==> src/sv/sorted_key_list_macros.svh <==
// ----------------------------------------------------------------------------
// Assertion macros for the sorted key list
// Clocked concurrent assertion wrappers that compile away when SYNTH is set.
// ----------------------------------------------------------------------------
`ifndef SORTED_KEY_LIST_MACROS_SVH
`define SORTED_KEY_LIST_MACROS_SVH

`ifndef SYNTH

// Checked at every rising edge while reset is low.
`define SKL_ASSERT(lbl, clk, rst, prop, msg) \
   lbl: assert property (@(posedge clk) disable iff (rst) (prop)) else $error(msg);

// Checked at every rising edge, reset included.
`define SKL_ASSERT_ALWAYS(lbl, clk, prop, msg) \
   lbl: assert property (@(posedge clk) (prop)) else $error(msg);

`else

`define SKL_ASSERT(lbl, clk, rst, prop, msg)
`define SKL_ASSERT_ALWAYS(lbl, clk, prop, msg)

`endif

`endif

==> src/sv/skl_pkg.sv <==
// ----------------------------------------------------------------------------
// Sorted key list package
// Default sizes, command and status codes, and the per-cell control bundle.
// ----------------------------------------------------------------------------
`default_nettype none

package skl_pkg;

   // Default sizes of the list.
   localparam int CAPACITY_DEFAULT     = 16;
   localparam int HANDLE_COUNT_DEFAULT = 64;
   localparam int KEY_BITS_DEFAULT     = 32;

   // Request commands.
   localparam logic [1:0] CMD_SORTED = 2'd0;
   localparam logic [1:0] CMD_TAIL   = 2'd1;
   localparam logic [1:0] CMD_REMOVE = 2'd2;
   localparam logic [1:0] CMD_QUERY  = 2'd3;

   // Result status codes.
   localparam logic [1:0] ST_OK        = 2'd0;
   localparam logic [1:0] ST_FULL      = 2'd1;
   localparam logic [1:0] ST_NOT_FOUND = 2'd2;
   localparam logic [1:0] ST_PRESENT   = 2'd3;

   // Control broadcast to every cell of the chain.
   typedef struct packed {
      logic ins_en;   // commit an insert this cycle
      logic rem_en;   // commit a remove this cycle
      logic sorted;   // insert by key order rather than at the tail
   } ctrl_type;

endpackage

`default_nettype wire

==> src/sv/skl_cell.sv <==
// ----------------------------------------------------------------------------
// Sorted key list cell
// One slot of the list: holds a handle and key, compares them against the
// request, and takes data from its left or right neighbor when entries shift.
// ----------------------------------------------------------------------------
`default_nettype none

module skl_cell
   import skl_pkg::*;
#(
   parameter int INDEX       = 0,
   parameter int HANDLE_BITS = 6,
   parameter int KEY_BITS    = 32,
   parameter int COUNT_BITS  = 5
) (
   input  wire logic                   clock,
   input  wire ctrl_type               ctrl,
   input  wire logic [COUNT_BITS-1:0]  count,
   input  wire logic [HANDLE_BITS-1:0] new_handle,
   input  wire logic [KEY_BITS-1:0]    new_key,
   input  wire logic                   left_passes,
   input  wire logic [HANDLE_BITS-1:0] left_handle,
   input  wire logic [KEY_BITS-1:0]    left_key,
   input  wire logic                   left_found,
   input  wire logic [HANDLE_BITS-1:0] right_handle,
   input  wire logic [KEY_BITS-1:0]    right_key,
   output logic                        passes,
   output logic                        match,
   output logic                        found,
   output logic [HANDLE_BITS-1:0]      handle,
   output logic [KEY_BITS-1:0]         key
);

   logic [HANDLE_BITS-1:0] handle_ff, handle_in;
   logic [KEY_BITS-1:0]    key_ff, key_in;
   logic                   occupied;

   // The slot holds a live entry when it lies below the fill count.
   assign occupied = (COUNT_BITS'(INDEX) < count);
   assign match    = occupied && (handle_ff == new_handle);
   assign found    = left_found || match;

   // A new entry goes past this slot when it went past every slot to the
   // left and this slot keeps its place. The insert position is the first
   // slot that stops it, even when later keys are out of order.
   assign passes   = left_passes && occupied && (!ctrl.sorted || (key_ff <= new_key));

   assign handle = handle_ff;
   assign key    = key_ff;

   // Shift right on insert, left on remove, otherwise hold.
   always_comb begin
      handle_in = handle_ff;
      key_in    = key_ff;
      if (ctrl.ins_en && !passes) begin
         if (left_passes) begin
            handle_in = new_handle;
            key_in    = new_key;
         end else begin
            handle_in = left_handle;
            key_in    = left_key;
         end
      end else if (ctrl.rem_en && found) begin
         handle_in = right_handle;
         key_in    = right_key;
      end
   end

   always_ff @(posedge clock) begin
      handle_ff <= handle_in;
      key_ff    <= key_in;
   end

endmodule

`default_nettype wire

==> src/sv/sorted_key_list.sv <==
// ----------------------------------------------------------------------------
// Sorted key list
// Ordered list of handles with keys, kept in a chain of compare-and-shift
// cells, with head, count and status returned for every request.
// ----------------------------------------------------------------------------
// Usage:
//   A request (command, handle, key) enters on the req_ channel; each request
//   yields exactly one result on the rsp_ channel: status, entry count after
//   the request, and the head entry (zero with head_valid low when empty).
//   Sorted inserts go after all entries with a key less than or equal to
//   theirs; tail inserts append; removes close the gap.
//   The result register loads at the edge where the request is accepted.
//   Throughput, with no result stall, is one request per cycle, set by the
//   single compare-and-shift step that every cell of the chain makes at once.
//   The insert position and the found flag for removes ripple through the
//   cells in that same cycle.
//   The result register parts the two channels: a new request is taken
//   while the previous result is being taken. When the receiver stalls, the
//   result holds and req_ready drops until it is taken.
//   Synchronous reset empties the list, drops rsp_valid and holds req_ready
//   low; slot contents are left as they are and need no clearing pass.
// ----------------------------------------------------------------------------
`default_nettype none

`include "sorted_key_list_macros.svh"

module sorted_key_list
   import skl_pkg::*;
#(
   parameter int CAPACITY     = CAPACITY_DEFAULT,
   parameter int HANDLE_COUNT = HANDLE_COUNT_DEFAULT,
   parameter int KEY_BITS     = KEY_BITS_DEFAULT
) (
   input  wire logic                              clock,
   input  wire logic                              reset,
   input  wire logic                              req_valid,
   output logic                                   req_ready,
   input  wire logic [1:0]                        req_command,
   input  wire logic [$clog2(HANDLE_COUNT)-1:0]   req_handle,
   input  wire logic [KEY_BITS-1:0]               req_key,
   output logic                                   rsp_valid,
   input  wire logic                              rsp_ready,
   output logic [1:0]                             rsp_status,
   output logic [$clog2(CAPACITY+1)-1:0]          rsp_entry_count,
   output logic                                   rsp_head_valid,
   output logic [$clog2(HANDLE_COUNT)-1:0]        rsp_head_handle,
   output logic [KEY_BITS-1:0]                    rsp_head_key
);

   localparam int HANDLE_BITS = $clog2(HANDLE_COUNT);
   localparam int COUNT_BITS  = $clog2(CAPACITY + 1);

   logic [COUNT_BITS-1:0]  count_ff, count_in;
   logic                   rsp_valid_ff, rsp_valid_in;
   logic [1:0]             status_ff, status_in;
   logic [COUNT_BITS-1:0]  out_count_ff;
   logic                   head_valid_ff, head_valid_in;
   logic [HANDLE_BITS-1:0] head_handle_ff, head_handle_in;
   logic [KEY_BITS-1:0]    head_key_ff, head_key_in;

   logic                   accept;
   logic                   full;
   ctrl_type               ctrl;

   logic [CAPACITY-1:0]    passes;
   logic [CAPACITY-1:0]    match;
   logic [CAPACITY:0]      found;
   logic [HANDLE_BITS-1:0] cell_handle [CAPACITY];
   logic [KEY_BITS-1:0]    cell_key    [CAPACITY];

   assign req_ready = !reset && (!rsp_valid_ff || rsp_ready);
   assign accept    = req_valid && req_ready;
   assign full      = (count_ff == COUNT_BITS'(CAPACITY));
   assign found[0]  = 1'b0;

   // Cell chain: each cell sees its left and right neighbors.
   for (genvar i = 0; i < CAPACITY; i++) begin : g_cell
      logic                   lp;
      logic [HANDLE_BITS-1:0] lh, rh;
      logic [KEY_BITS-1:0]    lk, rk;

      if (i == 0) begin : g_left_edge
         assign lp = 1'b1;
         assign lh = req_handle;
         assign lk = req_key;
      end else begin : g_left
         assign lp = passes[i-1];
         assign lh = cell_handle[i-1];
         assign lk = cell_key[i-1];
      end

      if (i == CAPACITY - 1) begin : g_right_edge
         assign rh = cell_handle[i];
         assign rk = cell_key[i];
      end else begin : g_right
         assign rh = cell_handle[i+1];
         assign rk = cell_key[i+1];
      end

      skl_cell #(
         .INDEX       (i),
         .HANDLE_BITS (HANDLE_BITS),
         .KEY_BITS    (KEY_BITS),
         .COUNT_BITS  (COUNT_BITS)
      ) u_cell (
         .clock        (clock),
         .ctrl         (ctrl),
         .count        (count_ff),
         .new_handle   (req_handle),
         .new_key      (req_key),
         .left_passes  (lp),
         .left_handle  (lh),
         .left_key     (lk),
         .left_found   (found[i]),
         .right_handle (rh),
         .right_key    (rk),
         .passes       (passes[i]),
         .match        (match[i]),
         .found        (found[i+1]),
         .handle       (cell_handle[i]),
         .key          (cell_key[i])
      );
   end

   // Command decode: status, commit strobes and the new count.
   always_comb begin
      status_in   = ST_OK;
      ctrl        = '0;
      ctrl.sorted = (req_command == CMD_SORTED);
      count_in    = count_ff;
      unique case (req_command) inside
         CMD_SORTED, CMD_TAIL: begin
            if (full) begin
               status_in = ST_FULL;
            end else if (found[CAPACITY]) begin
               status_in = ST_PRESENT;
            end else begin
               ctrl.ins_en = accept;
               if (accept) count_in = count_ff + COUNT_BITS'(1);
            end
         end
         CMD_REMOVE: begin
            if (found[CAPACITY]) begin
               ctrl.rem_en = accept;
               if (accept) count_in = count_ff - COUNT_BITS'(1);
            end else begin
               status_in = ST_NOT_FOUND;
            end
         end
         default: begin
            status_in = ST_OK;
         end
      endcase
   end

   // Head of the list after this request.
   always_comb begin
      head_handle_in = cell_handle[0];
      head_key_in    = cell_key[0];
      if (ctrl.ins_en && !passes[0]) begin
         head_handle_in = req_handle;
         head_key_in    = req_key;
      end else if (ctrl.rem_en && match[0]) begin
         head_handle_in = cell_handle[1];
         head_key_in    = cell_key[1];
      end
      head_valid_in = (count_in != '0);
      if (!head_valid_in) begin
         head_handle_in = '0;
         head_key_in    = '0;
      end
   end

   // Result register handshake.
   always_comb begin
      rsp_valid_in = rsp_valid_ff;
      if (accept) begin
         rsp_valid_in = 1'b1;
      end else if (rsp_ready) begin
         rsp_valid_in = 1'b0;
      end
   end

   always_ff @(posedge clock) begin
      if (reset) begin
         count_ff     <= '0;
         rsp_valid_ff <= 1'b0;
      end else begin
         count_ff     <= count_in;
         rsp_valid_ff <= rsp_valid_in;
      end
   end

   // Result payload loads with each accepted request.
   always_ff @(posedge clock) begin
      if (accept) begin
         status_ff      <= status_in;
         out_count_ff   <= count_in;
         head_valid_ff  <= head_valid_in;
         head_handle_ff <= head_handle_in;
         head_key_ff    <= head_key_in;
      end
   end

   assign rsp_valid       = rsp_valid_ff;
   assign rsp_status      = status_ff;
   assign rsp_entry_count = out_count_ff;
   assign rsp_head_valid  = head_valid_ff;
   assign rsp_head_handle = head_handle_ff;
   assign rsp_head_key    = head_key_ff;

   // Reset empties the list and clears any pending result.
   `SKL_ASSERT_ALWAYS(a_reset_clears, clock, reset |=> !rsp_valid_ff && (count_ff == '0), "reset did not clear list")

   // The fill count never passes the capacity.
   `SKL_ASSERT(a_count_bound, clock, reset, count_ff <= COUNT_BITS'(CAPACITY), "count over capacity")

   // A refused request leaves the list size unchanged.
   `SKL_ASSERT(a_refused_hold, clock, reset, accept && (status_in != ST_OK) |=> count_ff == $past(count_ff), "refused request changed count")

   // A successful remove shrinks the list by one.
   `SKL_ASSERT(a_remove_dec, clock, reset, accept && (req_command == CMD_REMOVE) && found[CAPACITY] |=> count_ff == $past(count_ff) - COUNT_BITS'(1), "remove did not shrink list")

   // A result reports a head exactly when it reports entries.
   `SKL_ASSERT(a_head_flag, clock, reset, rsp_valid_ff |-> head_valid_ff == (out_count_ff != '0), "head flag disagrees with count")

endmodule

`default_nettype wire
==> config.mk <==
export PLATFORM = sky130hd
export DESIGN_NAME = sorted_key_list
export DESIGN_NICKNAME = d
export VERILOG_FILES = /design/src/sv/skl_pkg.sv /design/src/sv/skl_cell.sv /design/src/sv/sorted_key_list.sv
export VERILOG_INCLUDE_DIRS = /design/src /design/src/sv
export SDC_FILE = /design/constraint.sdc
export NUM_CORES = 2
export LEC_CHECK = 0
export ABC_AREA = 1
export BUFFER_PORTS_ARGS = -buffer_cell sky130_fd_sc_hd__buf_4
export CAP_MARGIN = 10
export CORE_MARGIN = 4
export CORE_UTILIZATION = 35
export DETAILED_ROUTE_END_ITERATION = 8
export HOLD_SLACK_MARGIN = 0.08
export PLACE_DENSITY = 0.59
export SLEW_MARGIN = 15
export SYNTH_ARGS = -nofsm -noshare
export SYNTH_HDL_FRONTEND = slang
export SYNTH_SLANG_ARGS = --single-unit
==> constraint.sdc <==
create_clock -name clock -period 6 [get_ports clock]
set_clock_uncertainty 0.15 [all_clocks]
set_input_delay 0.3 -clock clock [delete_from_list [all_inputs] [get_ports clock]]
set_output_delay 0.3 -clock clock [all_outputs]
set_load 0.02 [all_outputs]
Word level (Yosys, flattened, before mapping)

Index checks and enable logic that the tools add are counted.

Register bits after elaboration: 660
Bits in latches: 0
Memory bits (writable): 0
ROM bits: 0
Output and inout port bits: 48
Word-level logic and storage cells: 348
Memories: 0

Add/subtract/negate cells: 2
Multipliers: 0
Div/mod/pow operators: 0
Order comparisons: 32
Equal/unequal tests: 19
Shift-type cells: 0
Multiplexer cells: 107
Bitwise gates (word level): 0
Reduce and logical (&&, ||, !) cells: 149

Operators by type and width:

| cell                                                      | number |
|---|---|
| two-way mux 32 bit                                        | 45 |
| less-or-equal comparator 32 bit                           | 16 |
| two-way mux 6 bit                                         | 45 |
| == test 6 bit                                             | 16 |
| logical AND 1 bit                                         | 80 |
| less-than comparator 4 x 5 -> 1 bit, first input constant | 8 |
| logical OR 1 bit                                          | 32 |
| nonzero test 2 bit                                        | 15 |
| two-way mux 5 bit                                         | 5 |
| less-than comparator 3 x 5 -> 1 bit, first input constant | 4 |
| logical NOT 1 bit                                         | 19 |
| less-than comparator 1 x 5 -> 1 bit, first input constant | 2 |
| less-than comparator 2 x 5 -> 1 bit, first input constant | 2 |
| case mux 5 bit (2 select lines)                           | 1 |
| two-way mux 1 bit                                         | 7 |
| two-way mux 2 bit                                         | 3 |
| adder 5 x 1 -> 5 bit, second input constant               | 1 |
| == test 5 bit, second input constant                      | 1 |
| nonzero test 5 bit                                        | 1 |
| subtractor 5 x 1 -> 5 bit, second input constant          | 1 |
| case mux 2 bit (2 select lines)                           | 1 |
| == test 2 x 1 -> 1 bit, second input constant             | 1 |
| == test 2 bit, second input constant                      | 1 |
| logical NOT 2 bit                                         | 1 |
| OR reduction 2 bit                                        | 1 |

Logic depth before layout (Yosys ltp)

Word-level depth: 36
Gate-level depth with buffers: 27
Depth with buffers taken out: 25

By module

A second synthesis with hierarchy kept.

Cells, all modules: 6957
Area total of the unflattened synthesis: 51993.6 um2

Modules (own cells, without submodules):

| module                          | instances | cells each | area an instance (um2) |
|---|---|---|---|
| skl_cell (g_cell[0].u_cell ...) | 2         | 410        | 3076.7 |
| skl_cell (g_cell[8].u_cell)     | 1         | 422        | 3086.7 |
| skl_cell (g_cell[10].u_cell)    | 1         | 420        | 3083.0 |
| skl_cell (g_cell[13].u_cell)    | 1         | 409        | 3076.7 |
| skl_cell (g_cell[12].u_cell)    | 1         | 419        | 3065.4 |
| skl_cell (g_cell[9].u_cell)     | 1         | 420        | 3065.4 |
| skl_cell (g_cell[14].u_cell)    | 1         | 417        | 3059.2 |
| skl_cell (g_cell[6].u_cell)     | 1         | 403        | 3059.2 |
| skl_cell (g_cell[5].u_cell)     | 1         | 401        | 3054.2 |
| skl_cell (g_cell[7].u_cell)     | 1         | 407        | 3054.2 |
| skl_cell (g_cell[4].u_cell)     | 1         | 414        | 3051.7 |
| skl_cell (g_cell[3].u_cell)     | 1         | 400        | 3049.2 |
| skl_cell (g_cell[15].u_cell)    | 1         | 401        | 3045.4 |
| skl_cell (g_cell[11].u_cell)    | 1         | 413        | 3044.2 |
| +2 rows                         | -         | -          | - |

Worst setup path before layout

OpenSTA, ideal clock, no wires.

Kind: in2reg
Start: in req_key[30]
End: reg g_cell[11].u_cell.handle_ff[0] (enable)
Data arrival time: 5.947 ns
Setup slack: -0.583 ns
Stages: 16
Path buffers: 3
Path through: clkbuf_1 clkinv_1 ha_1 nand2_1 or4_1 nor4_1 o21ai_0 o2111ai_1 nand2_1 nand2_1 inv_1 nand4_1 nor2_2 buf_2 buf_2 o21ai_0

Longest elaborated chain between the ends: 28
Elaborated cells between the ends (all ways): 50

Ends and longest elaborated chain:

| what                             | line                  | RTL |
|---|---|---|
| start: declaration               | sorted_key_list.sv:40 | `input wire logic [KEY_BITS-1:0] req_key,` |
| less-or-equal comparator 32 bit  | skl_cell.sv:46        | `assign passes = left_passes && occupied && (!ctrl.sorted \|\| (key_ff <= new_key));` |
| logical OR 1 bit                 | skl_cell.sv:46        |  |
| logical AND 1 bit (22 in series) | skl_cell.sv:46        |  |
| logical AND 1 bit *              | skl_cell.sv:46        |  |
| logical NOT 1 bit *              | skl_cell.sv:55        | `if (ctrl.ins_en && !passes) begin` |
| logical AND 1 bit *              | skl_cell.sv:55        |  |
| nonzero test 2 bit (no line) *   | -                     |  |
| end signal: assignment           | skl_cell.sv:70        | `handle_ff <= handle_in;` |
| end: declaration                 | skl_cell.sv:34        | `logic [HANDLE_BITS-1:0] handle_ff, handle_in;` |

Every way passes the cells marked *; elsewhere a longest branch is shown, timed or not.
A chain may end at the register's enable or synchronous reset.

Final worst setup path

Start: reg count_ff[4]
End: reg g_cell[2].u_cell.key_ff[21] (enable)

Longest elaborated chain between the ends: 22
Elaborated cells between the ends (all ways): 62

Ends and longest elaborated chain:

| what                                | line                   | RTL |
|---|---|---|
| start: declaration                  | sorted_key_list.sv:53  | `logic [COUNT_BITS-1:0] count_ff, count_in;` |
| start signal: assignment            | sorted_key_list.sv:189 | `count_ff <= count_in;` |
| less-than comparator 1 x 5 -> 1 bit | skl_cell.sv:39         | `assign occupied = (COUNT_BITS'(INDEX) < count);` |
| logical AND 1 bit                   | skl_cell.sv:40         | `assign match = occupied && (handle_ff == new_handle);` |
| logical OR 1 bit (15 in series)     | skl_cell.sv:41         | `assign found = left_found \|\| match;` |
| two-way mux 1 bit                   | sorted_key_list.sv:135 | `end else if (found[CAPACITY]) begin` |
| two-way mux 1 bit                   | sorted_key_list.sv:133 | `if (full) begin` |
| two-way mux 1 bit                   | sorted_key_list.sv:131 | `unique case (req_command) inside` |
| logical AND 1 bit                   | skl_cell.sv:55         |  |
| nonzero test 2 bit (no line) *      | -                      |  |
| end signal: assignment              | skl_cell.sv:71         | `key_ff <= key_in;` |
| end: declaration                    | skl_cell.sv:35         | `logic [KEY_BITS-1:0] key_ff, key_in;` |

Marked as above.

==> metrics <==
GRT met1 Usage=28.0%; Max Transition Viols Final=0; top cell type by total area after synthesis=edfxtp_1; FF-to-FF Start=count_ff[4]; Die ar.=138000 µm²; Sum Neg Setup Slack=0 ns; Synth Instances=5608; area grow syn2layout=12.6%; pre-CTS setup slack=0.0131 ns; Avg WL per Cell=18.5 µm; HP Start=req_handle[1]; synth top area cells=edfxtp_1 40%, ha_1 14%, nand2_1 14%; Worst Tran Pin Value=1.18 ns; outcome=finished, final reports clean; total vias in the final route=39375; root buf cell=clkbuf_16; hold crit path type=primary input to register; setup ws final=0.454 ns; clock sink count=660; H-tree depth=3; layout cells sized above 1=7.13%; synthesized area=46300 µm²; met2 GRT Util=31.2%; CP max FO=34; Pre-antenna DRT Iters=5; Tot GR Track Use=19.6%; cell at the slowest stage of the critical path=dfxtp_1; Hold Slack=0.156 ns; worst path cell trace=nor2_8, nand3_2, nand2_1, inv_2, nand3_1, nand4_1, nor2_1, nand4_2, nor2_2, nand4_1, nor2_2, nand4_4, nor2_4, nand3_4, buf_4, nor2_2, inv_2, nand2_2, buf_4; endpoints failing hold=0; top post-synthesis cells by count=1704 x nand2_1, 646 x o21ai_0, 616 x edfxtp_1; Routed Wire Length=138000 µm; Starting Density=35.2%; GRT met3 Usage=2.40%; Final min period=5.55 ns; max cap viols=0; Synth warnings=0; syn_area_per_cell=8.26 µm²; Clock transition at path regs=0.06 ns; initial antenna violation count=3; unrepaired setup endpoints after global routing=false; Max Fclk=180 MHz; share of the synthesized area in the top cell type=39.9%; slowest cell delay on critical path=0.54 ns; syn_nets=6167; GP Congestion=0.876; final worst-path cycle share=92.4%; Reg2Reg Setup Slack=0.45 ns; ys async rst share=0%; Worst Reg2Reg Path Length in Cells=19; aggregate global routing overflow=0; Post-route DRC=0; DRT iter0 DRCs=3524; Distinct cells, synth=50; endpoints failing setup=0; Worst Setup End Kind=register; gr busiest metal=met2; TritonCTS clock tree=yes; Slew Limit Headroom=21.2%; CP most frequent cell=nor2_2; crit path DAT=5.67 ns; register area share after synthesis=41.8%; Clock Latency Late Sink=0.64 ns; FP Rows=133; Top FF cell, synth=edfxtp_1; Lkg Pwr=22.5 nW; Die H=372 µm; FF+latch count, synth=660; I/O pin cnt=92; Die Width=372 µm; Routed Antenna Nets=0; Post CTS Setup Buffer Count=0; CTS max path bufs=3; EDFF count, synth=616; vias per cell=5.28; critical path type=register to register; Final nets=6206; Port Buf Inserts=91; TritonCTS Buffers=78; VDD IR max=0.170 mV; pin count of the biggest net entering global routing=80; CP startpoint kind=register; Hold Crit Depth=3; Core ar.=131000 µm²; first-pass GRT wire length=216000 µm; reg-to-reg endpoint=g_cell[2].u_cell.key[21]; Worst Hold End=g_cell[10].u_cell.handle[1]; PD cells=254 nW/µm²; Post-DP HPWL=107000 µm; number of global-route vias before repair=38030; Critical Path RT=6.13 ns; top-count cell post-synth=nand2_1
[where the power goes]
part           switching, mW  leakage, nW  total, mW  internal, mW
Sequential             0.269         6.02       5.75          5.48
Combinational           1.85         15.2       2.80         0.957
Clock                   1.97         1.21       4.70          2.72
[registers in the layout (all words and copies together), names as in the netlist]
name,count
count_ff,5
rsp_head_handle,6
rsp_entry_count,5
rsp_status,2
g_cell.u_cell.handle,96
rsp_valid,1
rsp_head_valid,1
g_cell.u_cell.key,512
rsp_head_key,32
[worst max-delay path by stage]
stage                                        to  cells past startpoint  slack [ns]        start
finish                 g_cell[2].u_cell.key[21]                     19        0.45  count_ff[4]
global placement       g_cell[5].u_cell.key[20]                     18        0.05  count_ff[4]
CTS                    g_cell[5].u_cell.key[11]                     18        0.01  count_ff[4]
floorplan           g_cell[13].u_cell.handle[0]                      5        0.04    rsp_valid
detailed placement     g_cell[5].u_cell.key[19]                     18        0.01  count_ff[4]
global route           g_cell[5].u_cell.key[26]                     20        0.06  count_ff[4]
[through the flow]
stage / instances / total power, mW / cell area (µm²) / util, %
floorplan: 5608 / 7.70 / 46300 / -
global placement: 7280 / 8.53 / 49200 / 37.5
detailed placement: 7280 / 8.59 / 49200 / 37.5
CTS: 7461 / 13.3 / 52100 / 39.6
global route: 7463 / 14.0 / 52100 / 39.7
finish: 7463 / 13.3 / 52100 / 39.7
[placed cells by master (no fill, tap or decap), types with 8 or more instances in the layout]
master	count
clkbuf_1	20
o21ai_0	639
nand2_1	1695
inv_1	473
nor4_1	29
clkinv_2	10
clkinv_1	43
xor2_1	35
buf_12	11
inv_2	14
o21a_1	16
o21ai_1	72
nor3_1	28
dfxtp_1	44
nand4_1	111
clkbuf_8	11
dlygate4sd3_1	42
nor2_2	8
o211ai_1	268
nor2_1	157
o21ai_4	8
ha_1	515
nand3_1	78
a211oi_1	18
o22ai_1	9
buf_4	222
a31oi_1	52
a21oi_1	271
nor2_4	11
nand2_2	10
edfxtp_1	616
xnor2_1	34
clkbuf_16	81
[critical path: cells and delay by family, from the launching register on]
family | cells | cell delay, ns
buf+inv | 4 | 0.91
flops | 1 | 0.54
simple gates | 15 | 3.50
[layer usage]
layer	vias to the layer above	wire length (µm)
met1	18347	64200
li1	19587	-
met2	1246	61200
met3	195	9330
met5	-	0
met4	0	3630
[final cells by class]
class	count	area, µm²
diodes	2	5.00
clock buffers	112	2250
clock inverters	27	198
fillers	13386	79300
inverters	517	1940
multi-input cells	4115	23800
flip-flops and latches	660	19400
well taps	1755	2200
repair buffers	275	2310
[logic make-up after synthesis]
logic type | after synthesis | synth area share (%)
XOR/XNOR | 69 | 1.31
AND/OR/NAND/NOR | 2149 | 18.9
adder cells (fa/ha/maj) | 515 | 13.9
buffers and inverters | 833 | 7.16
flip-flops | 660 | 41.8
AO/OA/AOI/OAI | 1382 | 16.9
[repair_timing]
item / CTS / global route
endpoints found under the hold margin: 194 / 0
hold buffers: 42 / 0
resized for setup: 0 / 3
setup endpoints to repair: 0 / 805
(Power assumes the default switching activity.)
